$ cat config.mk
export PLATFORM = sky130hd
export DESIGN_NAME = i2c_master_register_access_core
export DESIGN_NICKNAME = d
export VERILOG_FILES = /design/src/rtl/i2cmra_pkg.sv /design/src/rtl/i2c_master_register_access_core.sv
export SDC_FILE = /design/constraint.sdc
export NUM_CORES = 1
export LEC_CHECK = 0
export BUFFER_PORTS_ARGS = -buffer_cell sky130_fd_sc_hd__clkbuf_2
export CAP_MARGIN = 20
export CORE_MARGIN = 4
export CORE_UTILIZATION = 59
export CTS_BUF_LIST = sky130_fd_sc_hd__clkbuf_4
export DETAILED_ROUTE_END_ITERATION = 6
export GPL_TIMING_DRIVEN = 1
export HOLD_SLACK_MARGIN = 0.15
export PLACE_DENSITY = 0.84
export REMOVE_ABC_BUFFERS = 1
export SLEW_MARGIN = 10
export SYNTH_ARGS = -nofsm -noshare
export SYNTH_HDL_FRONTEND = slang
export SYNTH_SLANG_ARGS = --single-unit
$ cat constraint.sdc
create_clock -name clk -period 4.4 [get_ports clk]
set_input_delay 0.88 -clock clk [delete_from_list [all_inputs] [get_ports clk]]
set_output_delay 0.88 -clock clk [all_outputs]
set_load 0.005 [all_outputs]
$ cat src/rtl/i2cmra_pkg.sv
`timescale 1ns / 1ps

package i2cmra_pkg;

  typedef enum logic [3:0] {
    PH_IDLE       = 4'd0,
    PH_START_FALL = 4'd1,
    PH_START_LOW  = 4'd2,
    PH_TX_LOW     = 4'd3,
    PH_TX_HIGH    = 4'd4,
    PH_ACK_LOW    = 4'd5,
    PH_ACK_POLL   = 4'd6,
    PH_RX_LOW     = 4'd7,
    PH_RX_HIGH    = 4'd8,
    PH_MACK_LOW   = 4'd9,
    PH_MACK_HIGH  = 4'd10,
    PH_STOP_LOW   = 4'd11,
    PH_STOP_HIGH  = 4'd12,
    PH_STOP_RISE  = 4'd13,
    PH_RS_PREP    = 4'd14,
    PH_RS_HIGH    = 4'd15
  } phase_t;

  typedef enum logic [1:0] {
    ROLE_DEV   = 2'd0,
    ROLE_REG   = 2'd1,
    ROLE_DEVRD = 2'd2,
    ROLE_DATA  = 2'd3
  } role_t;

  typedef enum logic [1:0] {
    OP_REG_WRITE = 2'd0,
    OP_REG_READ  = 2'd1,
    OP_TRANSMIT  = 2'd2,
    OP_RECEIVE   = 2'd3
  } op_t;

  localparam logic [7:0] ACK_WAIT_RESET = 8'd250;
  localparam logic [7:0] ACK_WAIT_SAT   = 8'd255;
  localparam logic [2:0] LAST_BIT       = 3'd7;

  typedef struct packed {
    logic       start_request;
    logic [1:0] operation;
    logic [7:0] device_address;
    logic [7:0] register_address;
    logic [7:0] byte_count;
    logic [7:0] write_data;
    logic       sda_sample;
  } req_t;

  typedef struct packed {
    logic       scl_level;
    logic       sda_level;
    logic       sda_drive_enable;
    logic [7:0] read_data;
    logic       read_valid;
    logic       data_taken;
    logic       ack_missing;
    logic       busy_res;
    logic       done_res;
  } rsp_t;

endpackage

$ cat src/rtl/i2c_master_register_access_core.sv
`timescale 1ns / 1ps

// channel | direction | handshake          | word
// req     | in        | req_valid/req_stall | i2cmra_pkg::req_t, one bus phase tick
// rsp     | out       | rsp_valid/rsp_stall | i2cmra_pkg::rsp_t, line levels and flags
// cfg     | in        | cfg_valid/cfg_ready | ack_wait_limit, 8 bits
//
// One tick word is taken per clock while req_stall is low; its result word
// appears in the output register on the following cycle. The phase machine and
// the result register are the only timing stages. rst (synchronous) returns the
// bus to idle and ack_wait_limit to 250. req_stall is high only while a result
// waits under rsp_stall; the freed register takes a new word in the same cycle.

module i2c_master_register_access_core (
  input  logic              clk,
  input  logic              rst,
  input  logic              req_valid,
  output logic              req_stall,
  input  i2cmra_pkg::req_t  req,
  output logic              rsp_valid,
  input  logic              rsp_stall,
  output i2cmra_pkg::rsp_t  rsp,
  input  logic              cfg_valid,
  output logic              cfg_ready,
  input  logic [7:0]        cfg_data
);

  i2cmra_pkg::phase_t phase, phase_next;
  i2cmra_pkg::role_t  role, role_next;
  i2cmra_pkg::op_t    held_op, held_op_next;
  logic [2:0] bit_index, bit_index_next;
  logic [7:0] shift_byte, shift_byte_next;
  logic [7:0] bytes_left, bytes_left_next;
  logic [7:0] held_device, held_device_next;
  logic [7:0] held_register, held_register_next;
  logic [7:0] ack_count, ack_count_next;
  logic [7:0] ack_wait_limit;
  i2cmra_pkg::rsp_t res;
  logic accept;

  assign req_stall = rsp_valid & rsp_stall;
  assign accept    = req_valid & ~req_stall;
  assign cfg_ready = 1'b1;

  always_ff @(posedge clk) begin
    if (rst) begin
      phase          <= i2cmra_pkg::PH_IDLE;
      role           <= i2cmra_pkg::ROLE_DEV;
      held_op        <= i2cmra_pkg::OP_REG_WRITE;
      bit_index      <= '0;
      shift_byte     <= '0;
      bytes_left     <= '0;
      held_device    <= '0;
      held_register  <= '0;
      ack_count      <= '0;
      ack_wait_limit <= i2cmra_pkg::ACK_WAIT_RESET;
      rsp_valid      <= 1'b0;
    end else begin
      if (accept) begin
        phase         <= phase_next;
        role          <= role_next;
        held_op       <= held_op_next;
        bit_index     <= bit_index_next;
        shift_byte    <= shift_byte_next;
        bytes_left    <= bytes_left_next;
        held_device   <= held_device_next;
        held_register <= held_register_next;
        ack_count     <= ack_count_next;
      end
      if (cfg_valid) begin
        ack_wait_limit <= cfg_data;
      end
      if (accept) begin
        rsp_valid <= 1'b1;
      end else if (!rsp_stall) begin
        rsp_valid <= 1'b0;
      end
    end
  end

  always_ff @(posedge clk) begin
    if (accept) begin
      rsp <= res;
    end
  end

  always_comb begin
    logic       proceed;
    logic       want_data;
    logic       want_read;
    logic [7:0] cnt_inc;

    phase_next         = phase;
    role_next          = role;
    held_op_next       = held_op;
    bit_index_next     = bit_index;
    shift_byte_next    = shift_byte;
    bytes_left_next    = bytes_left;
    held_device_next   = held_device;
    held_register_next = held_register;
    ack_count_next     = ack_count;

    proceed   = 1'b0;
    want_data = 1'b0;
    want_read = 1'b0;
    cnt_inc   = (ack_count < i2cmra_pkg::ACK_WAIT_SAT) ? ack_count + 8'd1 : ack_count;

    res                  = '0;
    res.scl_level        = 1'b1;
    res.sda_level        = 1'b1;
    res.sda_drive_enable = 1'b1;
    res.busy_res         = 1'b1;

    unique case (phase)
      i2cmra_pkg::PH_IDLE: begin
        res.busy_res = 1'b0;
        if (req.start_request) begin
          res.busy_res       = 1'b1;
          held_op_next       = i2cmra_pkg::op_t'(req.operation);
          held_device_next   = req.device_address;
          held_register_next = req.register_address;
          bytes_left_next    = req.byte_count;
          ack_count_next     = '0;
          bit_index_next     = '0;
          if (i2cmra_pkg::op_t'(req.operation) == i2cmra_pkg::OP_RECEIVE) begin
            shift_byte_next = req.device_address + 8'd1;
            role_next       = i2cmra_pkg::ROLE_DEVRD;
          end else begin
            shift_byte_next = req.device_address;
            role_next       = i2cmra_pkg::ROLE_DEV;
          end
          phase_next = i2cmra_pkg::PH_START_FALL;
        end
      end
      i2cmra_pkg::PH_START_FALL: begin
        res.sda_level = 1'b0;
        phase_next    = i2cmra_pkg::PH_START_LOW;
      end
      i2cmra_pkg::PH_START_LOW: begin
        res.scl_level  = 1'b0;
        res.sda_level  = 1'b0;
        bit_index_next = '0;
        phase_next     = i2cmra_pkg::PH_TX_LOW;
      end
      i2cmra_pkg::PH_TX_LOW: begin
        res.scl_level = 1'b0;
        res.sda_level = shift_byte[7];
        phase_next    = i2cmra_pkg::PH_TX_HIGH;
      end
      i2cmra_pkg::PH_TX_HIGH: begin
        res.sda_level   = shift_byte[7];
        shift_byte_next = {shift_byte[6:0], 1'b0};
        if (bit_index == i2cmra_pkg::LAST_BIT) begin
          bit_index_next = '0;
          ack_count_next = '0;
          phase_next     = i2cmra_pkg::PH_ACK_LOW;
        end else begin
          bit_index_next = bit_index + 3'd1;
          phase_next     = i2cmra_pkg::PH_TX_LOW;
        end
      end
      i2cmra_pkg::PH_ACK_LOW: begin
        res.scl_level        = 1'b0;
        res.sda_drive_enable = 1'b0;
        phase_next           = i2cmra_pkg::PH_ACK_POLL;
      end
      i2cmra_pkg::PH_ACK_POLL: begin
        res.sda_drive_enable = 1'b0;
        if (!req.sda_sample) begin
          proceed = 1'b1;
        end else begin
          ack_count_next = cnt_inc;
          if (cnt_inc >= ack_wait_limit) begin
            res.ack_missing = 1'b1;
            proceed         = 1'b1;
          end
        end
        if (proceed) begin
          ack_count_next = '0;
          case (role)
            i2cmra_pkg::ROLE_DEV: begin
              if (held_op == i2cmra_pkg::OP_REG_WRITE || held_op == i2cmra_pkg::OP_REG_READ) begin
                shift_byte_next = held_register;
                role_next       = i2cmra_pkg::ROLE_REG;
                bit_index_next  = '0;
                phase_next      = i2cmra_pkg::PH_TX_LOW;
              end else begin
                want_data = 1'b1;
              end
            end
            i2cmra_pkg::ROLE_REG: begin
              if (held_op == i2cmra_pkg::OP_REG_READ) begin
                role_next  = i2cmra_pkg::ROLE_DEVRD;
                phase_next = i2cmra_pkg::PH_RS_PREP;
              end else begin
                want_data = 1'b1;
              end
            end
            i2cmra_pkg::ROLE_DEVRD: want_read = 1'b1;
            default:                want_data = 1'b1;
          endcase
        end
      end
      i2cmra_pkg::PH_RS_PREP: begin
        res.scl_level = 1'b0;
        phase_next    = i2cmra_pkg::PH_RS_HIGH;
      end
      i2cmra_pkg::PH_RS_HIGH: begin
        shift_byte_next = held_device + 8'd1;
        role_next       = i2cmra_pkg::ROLE_DEVRD;
        bit_index_next  = '0;
        phase_next      = i2cmra_pkg::PH_START_FALL;
      end
      i2cmra_pkg::PH_RX_LOW: begin
        res.scl_level        = 1'b0;
        res.sda_drive_enable = 1'b0;
        phase_next           = i2cmra_pkg::PH_RX_HIGH;
      end
      i2cmra_pkg::PH_RX_HIGH: begin
        res.sda_drive_enable = 1'b0;
        shift_byte_next      = {shift_byte[6:0], req.sda_sample};
        if (bit_index == i2cmra_pkg::LAST_BIT) begin
          bit_index_next = '0;
          res.read_data  = {shift_byte[6:0], req.sda_sample};
          res.read_valid = 1'b1;
          phase_next     = i2cmra_pkg::PH_MACK_LOW;
        end else begin
          bit_index_next = bit_index + 3'd1;
          phase_next     = i2cmra_pkg::PH_RX_LOW;
        end
      end
      i2cmra_pkg::PH_MACK_LOW: begin
        // NACK once no bytes are left to read
        res.scl_level = 1'b0;
        res.sda_level = (bytes_left == '0);
        phase_next    = i2cmra_pkg::PH_MACK_HIGH;
      end
      i2cmra_pkg::PH_MACK_HIGH: begin
        res.sda_level = (bytes_left == '0);
        want_read     = 1'b1;
      end
      i2cmra_pkg::PH_STOP_LOW: begin
        res.scl_level = 1'b0;
        res.sda_level = 1'b0;
        phase_next    = i2cmra_pkg::PH_STOP_HIGH;
      end
      i2cmra_pkg::PH_STOP_HIGH: begin
        res.sda_level = 1'b0;
        phase_next    = i2cmra_pkg::PH_STOP_RISE;
      end
      i2cmra_pkg::PH_STOP_RISE: begin
        res.done_res = 1'b1;
        phase_next   = i2cmra_pkg::PH_IDLE;
      end
      default: begin
        res.busy_res = 1'b0;
        phase_next   = i2cmra_pkg::PH_IDLE;
      end
    endcase

    if (want_data) begin
      if (bytes_left == '0) begin
        phase_next = i2cmra_pkg::PH_STOP_LOW;
      end else begin
        bytes_left_next = bytes_left - 8'd1;
        shift_byte_next = req.write_data;
        role_next       = i2cmra_pkg::ROLE_DATA;
        bit_index_next  = '0;
        phase_next      = i2cmra_pkg::PH_TX_LOW;
        res.data_taken  = 1'b1;
      end
    end

    if (want_read) begin
      if (bytes_left == '0) begin
        phase_next = i2cmra_pkg::PH_STOP_LOW;
      end else begin
        bytes_left_next = bytes_left - 8'd1;
        shift_byte_next = '0;
        bit_index_next  = '0;
        phase_next      = i2cmra_pkg::PH_RX_LOW;
      end
    end

    // released line reads as high
    if (!res.sda_drive_enable) begin
      res.sda_level = 1'b1;
    end
  end

endmodule
# Word-level counts from Yosys, hierarchy flattened
# Cells that the tools add are included.
[op_classes]
n_bitwise = 3
eq_ne = 29
order_cmp = 2
mux = 73
reduce_logical = 19
add_sub_neg = 5
[op_table]
columns = ["op", "count"]
rows = [
  ["$mux W8", 20],
  ["$pmux W4 S15", 1],
  ["$pmux W8 S5", 1],
  ["$mux W4", 9],
  ["$eq A4 B4 Y1 const B", 8],
  ["$mux W3", 10],
  ["$add A8 B1 Y8 const B", 3],
  ["$pmux W8 S3", 1],
  ["$mux W1", 17],
  ["$reduce_bool A17 Y1", 1],
  ["$eq A4 B3 Y1 const B", 4],
  ["$mux W2", 7],
  ["$pmux W3 S4", 1],
  ["$ne A5 B5 Y1 const B", 2],
  ["$eq A4 B2 Y1 const B", 2],
  ["$ge A8 B8 Y1", 1],
  ["$logic_not A8 Y1", 1],
  ["$lt A8 B8 Y1 const B", 1],
  ["$ne A4 B4 Y1 const B", 2],
  ["$pmux W4 S2", 1],
  ["$reduce_or A2 Y1", 4],
  ["$reduce_or A4 Y1", 2],
  ["$sub A8 B1 Y8 const B", 1],
  ["$reduce_and A7 Y1", 1],
  ["23 further kinds", 30],
]
[totals]
register_bits = 76
wordCells = 151
out_inout_bits = 19

# Longest topological paths before layout
[depth]
depth_word = 12
depth_mapped = 14
ltp_nobuf = 14

# Least setup slack after synthesis
# OpenSTA, ideal clock, no wires.
[synth_path]
path_type = "reg-to-reg"
from = "reg ack_count[0]"
to = "reg phase[3]"
required_ns = 4.333
path_buffers = 1
arrival_ns = 3.127
period_less_slack_ns = 3.194
stages_incl_launch_ff = 14
path_slack_ns = 1.206
path_cell_list = "dfxtp_1 -> ha_1 -> and2_0 -> nand3_1 -> mux2_2 -> ha_1 -> a211oi_2 -> o21ai_2 -> a211oi_4 -> nor4_2 -> or2_1 -> buf_6 -> or3_1 -> a21oi_2"
[synth_between]
elab_chain_len = 10
word_cells_on_any_way = 20
[synth_lines]
columns = ["element", "line_no", "rtl"]
rows = [
  ["start: declaration", "i2c_master_register_access_core.sv:36", "logic [7:0] ack_count, ack_count_next;"],
  ["start signal: assignment", "i2c_master_register_access_core.sv:68", "ack_count <= ack_count_next;"],
  ["$add A8 B1 Y8 or $lt A8 B8 Y1 (tied branches)", "i2c_master_register_access_core.sv:106", "cnt_inc = (ack_count < i2cmra_pkg::ACK_WAIT_SAT) ? ack_count + 8'd1 : ack_count;"],
  ["$mux W8 (*)", "i2c_master_register_access_core.sv:106", ""],
  ["$ge A8 B8 Y1 (*)", "i2c_master_register_access_core.sv:173", "if (cnt_inc >= ack_wait_limit) begin"],
  ["$mux W1 (*)", "i2c_master_register_access_core.sv:173", ""],
  ["$mux W1 (*)", "i2c_master_register_access_core.sv:169", "if (!req.sda_sample) begin"],
  ["$mux W1 (*)", "i2c_master_register_access_core.sv:114", "unique case (phase)"],
  ["$mux W1", "i2c_master_register_access_core.sv:178", "if (proceed) begin"],
  ["$pmux W1 S2 or $mux W1 (tied branches)", "i2c_master_register_access_core.sv:114", ""],
  ["$reduce_bool A17 Y1 (no line), or another cell as far along", "-", ""],
  ["$reduce_and A7 Y1 (no line) or $mux W4 (tied branches)", "-", ""],
  ["end signal: assignment", "i2c_master_register_access_core.sv:47", "phase <= i2cmra_pkg::PH_IDLE;"],
  ["end signal: assignment", "i2c_master_register_access_core.sv:60", "phase <= phase_next;"],
  ["end: declaration", "i2c_master_register_access_core.sv:28", "i2cmra_pkg::phase_t phase, phase_next;"],
]
# Every way passes the cells marked *; elsewhere a longest branch is shown, timed or not. The select of a mux whose other input is x is not followed.
# A chain may end at the register's enable or synchronous reset.

# Worst setup path in the final report
[layout_path]
from = "reg ack_count[0]"
to = "reg shift_byte[6]"
[layout_between]
elab_chain_len = 12
word_cells_on_any_way = 17
[layout_lines]
columns = ["element", "line_no", "rtl"]
rows = [
  ["$add A8 B1 Y8 or $lt A8 B8 Y1 (tied branches)", "i2c_master_register_access_core.sv:106", ""],
  ["$mux W8 (*)", "i2c_master_register_access_core.sv:106", ""],
  ["$ge A8 B8 Y1 (*)", "i2c_master_register_access_core.sv:173", ""],
  ["$mux W1 (*)", "i2c_master_register_access_core.sv:173", ""],
  ["$mux W1 (*)", "i2c_master_register_access_core.sv:169", ""],
  ["$mux W1 (*)", "i2c_master_register_access_core.sv:114", ""],
  ["$mux W8", "i2c_master_register_access_core.sv:178", ""],
  ["$pmux W8 S5", "i2c_master_register_access_core.sv:114", ""],
  ["$mux W8", "i2c_master_register_access_core.sv:262", "if (bytes_left == '0) begin"],
  ["$mux W8", "i2c_master_register_access_core.sv:261", "if (want_data) begin"],
  ["$mux W8", "i2c_master_register_access_core.sv:275", "if (bytes_left == '0) begin"],
  ["$mux W8 (*)", "i2c_master_register_access_core.sv:274", "if (want_read) begin"],
  ["end signal: assignment", "i2c_master_register_access_core.sv:64", "shift_byte <= shift_byte_next;"],
  ["end: declaration", "i2c_master_register_access_core.sv:32", "logic [7:0] shift_byte, shift_byte_next;"],
]
# Marked as above.

==> out/qor.log <==
[timing] Max Slew Vio Count 0
[grt] wire length of the first global-routing pass 18,700 um
[placed_design] Final HPWL DP 8360 um
[synth] Netlist Area Pre-Place 4500 um2
[clocking] number of buffers inserted by hold repair at cts 0
[hold_path] type of the worst min-delay path reg -> reg
[die] number of standard-cell rows in the floorplan 31
[clocking] number of buffers created by CTS 9
[synth] number of flops mapped to enable cells by yosys 16
[placed_design] Area after DPL 4860 um2
[grt] combined global-route utilization of all metal layers 26.2%
[clocking] total of cells resized after clock tree synthesis 0
[clocking] sink count of the clock tree 76
[critical_path] crit start category register
[synth] yosys warns 0
[critical_path] classification of the worst setup path reg -> reg
[hold_path] number of cells on the worst hold path 2
[power] power density cells 291 nW/um2
[power] Static Leakage 0.00196 uW
[timing] Setup TNS Final 0 ns
[timing] Worst-Margin Slew 0.797 ns
[critical_path] endpoint arrival time on the critical path 4.20 ns
[route] via count 4,403
[die] initial cell density of the core 61.4%
[clocking] post-CTS setup repair buffer count 0
[timing] relative slew slack 46.4%
[synth] most instantiated flip-flop cell in the synthesis netlist sky130_fd_sc_hd__dfxtp_1
[finish] antenna cells 0
[clocking] clock latency at the later pin of the worst-skew pair 0.44 ns
[synth] Mean Syn Cell Area 8.14 um2
[finish] synthesis-to-finish area growth 10.6%
[route] post-DR vias/cell 6.22
[die] full die area 9090 um2
[finish] final standard cell area without fillers 4980 um2
[finish] number of nets at the end of the flow 667
[synth] flop and latch count out of synthesis 76
[clocking] TritonCTS clock tree done
[clocking] clock transition at the registers of the reported paths 0.14 ns
[die] Die Wd 95.4 um
[timing] endpoints failing hold 0
[clocking] clock root cell sky130_fd_sc_hd__clkbuf_4
[grt] final global-route overflow total 0
[critical_path] FF-to-FF setup slack 0.56 ns
[finish] most frequent standard cell in the layout excluding fill and tap cells sky130_fd_sc_hd__nand2_1
[clocking] # H-tree levels 3
[timing] highest achievable clock rate 0.261 GHz
[route] routed len/inst 16.1 um
[grt] via count of the first global-routing pass 3,953
[synth] share of async-settable or async-resettable flops after synthesis 0%
[outcome] run status complete, no violations
[route] remaining antenna violation count 0
[timing] post-layout min period 3.84 ns
[synth] Unique masters post-synth 73
[die] total I/O pin count 68
[grt] maximum number of pins on one net before global-route repair 40
[route] Post-route DRC 0
[finish] fraction of layout cells with a size suffix above 1 17.4%
[critical_path] CP Max Fanout 10
[power] maximum VDD drop 202 uV
[critical_path] depth of the most critical reg-to-reg path 12
[synth] proportion of synthesized chip area in sequential cells 37.3%
[placed_design] RD Place Congestion 0.971
[grt] number of antenna violations at the first check in global routing 0
[die] height of the chip 95.4 um
[timing] RSZ-0062 raised after global routing no
[finish] most frequent cells in the layout 80 x sky130_fd_sc_hd__nand2_1, 66 x sky130_fd_sc_hd__clkbuf_2, 60 x sky130_fd_sc_hd__dfxtp_1
[die] total core area 7330 um2
[route] wire length after detailed routing 11,400 um
[critical_path] CP required 4.76 ns
[synth] synthesized instance count 553
[placed_design] number of port buffers 66
[job] number of max-cap violations 0
[route] number of DRC violations after detailed-routing iteration 0 464
[route] detailed-router iteration count before antenna repair 6
[timing] endpoints failing setup 0
[critical_path] type of destination of the critical path register
[timing] Setup Skew 0.0248 ns
[finish] Filler Cells Inserted 635
[timing] part of the cycle the worst path needs 87.2%
[clocking] number of buffers on the longest clock path 2
==> Yosys cell counts (3+ instances only) <==
library cell	instances	area, um2
sky130_fd_sc_hd__a211o_1	5	43.8
sky130_fd_sc_hd__a21oi_1	45	225
sky130_fd_sc_hd__a221o_1	3	30.0
sky130_fd_sc_hd__a221oi_1	6	52.6
sky130_fd_sc_hd__a22oi_1	9	67.6
sky130_fd_sc_hd__a311oi_1	4	35.0
sky130_fd_sc_hd__a31oi_1	5	31.3
sky130_fd_sc_hd__and2_1	13	81.3
sky130_fd_sc_hd__and3_1	8	50.1
sky130_fd_sc_hd__buf_2	5	25.0
sky130_fd_sc_hd__clkbuf_1	25	93.8
sky130_fd_sc_hd__dfxtp_1	60	1200
sky130_fd_sc_hd__edfxtp_1	16	480
sky130_fd_sc_hd__ha_1	14	175
sky130_fd_sc_hd__inv_1	19	71.3
sky130_fd_sc_hd__mux2_2	3	33.8
sky130_fd_sc_hd__mux2i_1	5	50.1
sky130_fd_sc_hd__nand2_1	80	300
sky130_fd_sc_hd__nand2b_1	4	25.0
sky130_fd_sc_hd__nand3_1	23	115
sky130_fd_sc_hd__nand3b_1	3	22.5
sky130_fd_sc_hd__nand4_1	8	50.1
sky130_fd_sc_hd__nor2_1	51	191
sky130_fd_sc_hd__nor2b_1	4	25.0
sky130_fd_sc_hd__nor3_1	12	60.1
sky130_fd_sc_hd__nor3b_1	3	22.5
sky130_fd_sc_hd__nor4_1	4	25.0
sky130_fd_sc_hd__o2111ai_1	3	26.3
sky130_fd_sc_hd__o211ai_1	11	82.6
sky130_fd_sc_hd__o21a_1	7	52.6
sky130_fd_sc_hd__o21ai_0	22	110
sky130_fd_sc_hd__o221ai_1	9	78.8
sky130_fd_sc_hd__or3_1	3	18.8
sky130_fd_sc_hd__xnor2_1	10	87.6
sky130_fd_sc_hd__xor2_1	7	61.3
==> kinds of logic (layout without fill, tap and decap cells) <==
family	Yosys count	in the layout	synth area share [%]
AND/OR/NAND/NOR	229	229	24.6
AO/OA/AOI/OAI	156	156	24.2
flip-flops	76	76	37.3
buffers and inverters	52	108	4.72
XOR/XNOR	17	17	3.31
adder cells (fa/ha/maj)	14	14	3.89
multiplexers	8	8	1.86
other	1	1	0.0833
==> registers in the layout (all words and copies together) (netlist names) <==
register        flops
shift_byte          8
ack_wait_limit      8
held_register       8
held_device         8
phase               4
held_op             2
rsp_valid           1
bit_index           3
ack_count           8
role                2
rsp                16
bytes_left          8
==> power by group <==
part	internal (uW)	switching [uW]
Combinational	115	169
Clock	122	253
Sequential	749	43.1
Total	986	464
==> routing by layer <==
| layer | global-route usage (%) | vias to the layer above | part of all wire [%] |
|---|---|---|---|
| met5 | 0 | - | 0 |
| met4 | 8.05 | 0 | 1.8 |
| met3 | 5.68 | 33 | 8.0 |
| met2 | 40.7 | 212 | 46 |
| met1 | 36.3 | 2029 | 44 |
| li1 | - | 2129 | - |
==> layout make-up <==
cell class                 count  area (um2)  share of cell area [%]
sequential                    76        1680                    33.8
inverter                      20        75.1                    1.51
multi-input combinational    425        2610                    52.4
tap                           99         124                    2.49
clock buffer                  10        75.1                    1.51
timing repair buffer          72         375                    7.54
clock inverter                 6        38.8                   0.779
==> worst max-delay path, cell delays in order (launching register included) <==
cell	delay, ns
sky130_fd_sc_hd__dfxtp_1	0.42
sky130_fd_sc_hd__ha_1	0.18
sky130_fd_sc_hd__and2_0	0.25
sky130_fd_sc_hd__nand3_1	0.29
sky130_fd_sc_hd__a21oi_1	0.32
sky130_fd_sc_hd__ha_1	0.31
sky130_fd_sc_hd__a211oi_2	0.21
sky130_fd_sc_hd__o21ai_2	0.12
sky130_fd_sc_hd__a211oi_4	0.48
sky130_fd_sc_hd__nor4_1	0.12
sky130_fd_sc_hd__o21ai_0	0.66
sky130_fd_sc_hd__o2111ai_1	0.21
sky130_fd_sc_hd__a31oi_1	0.17
==> per-stage QoR <==
stage	hold WS [ns]	setup WS (ns)	cells	total power (uW)	util, %
6_report	0.474	0.563	708	1450	67.9
4_1_cts	0.476	0.617	708	1450	67.9
3_5_place_dp	0.458	0.666	692	1080	66.4
3_3_place_gp	0.453	0.885	692	1070	66.4
5_1_grt	0.506	0.264	708	1530	67.9
2_1_floorplan	0.430	1.17	521	979	-
==> final timing paths <==
check                    from                to
max              ack_count[0]     shift_byte[6]
min          held_register[7]  held_register[7]
max reg2reg      ack_count[0]     shift_byte[6]
min reg2reg  held_register[7]  held_register[7]
(Power assumes the default switching activity.)
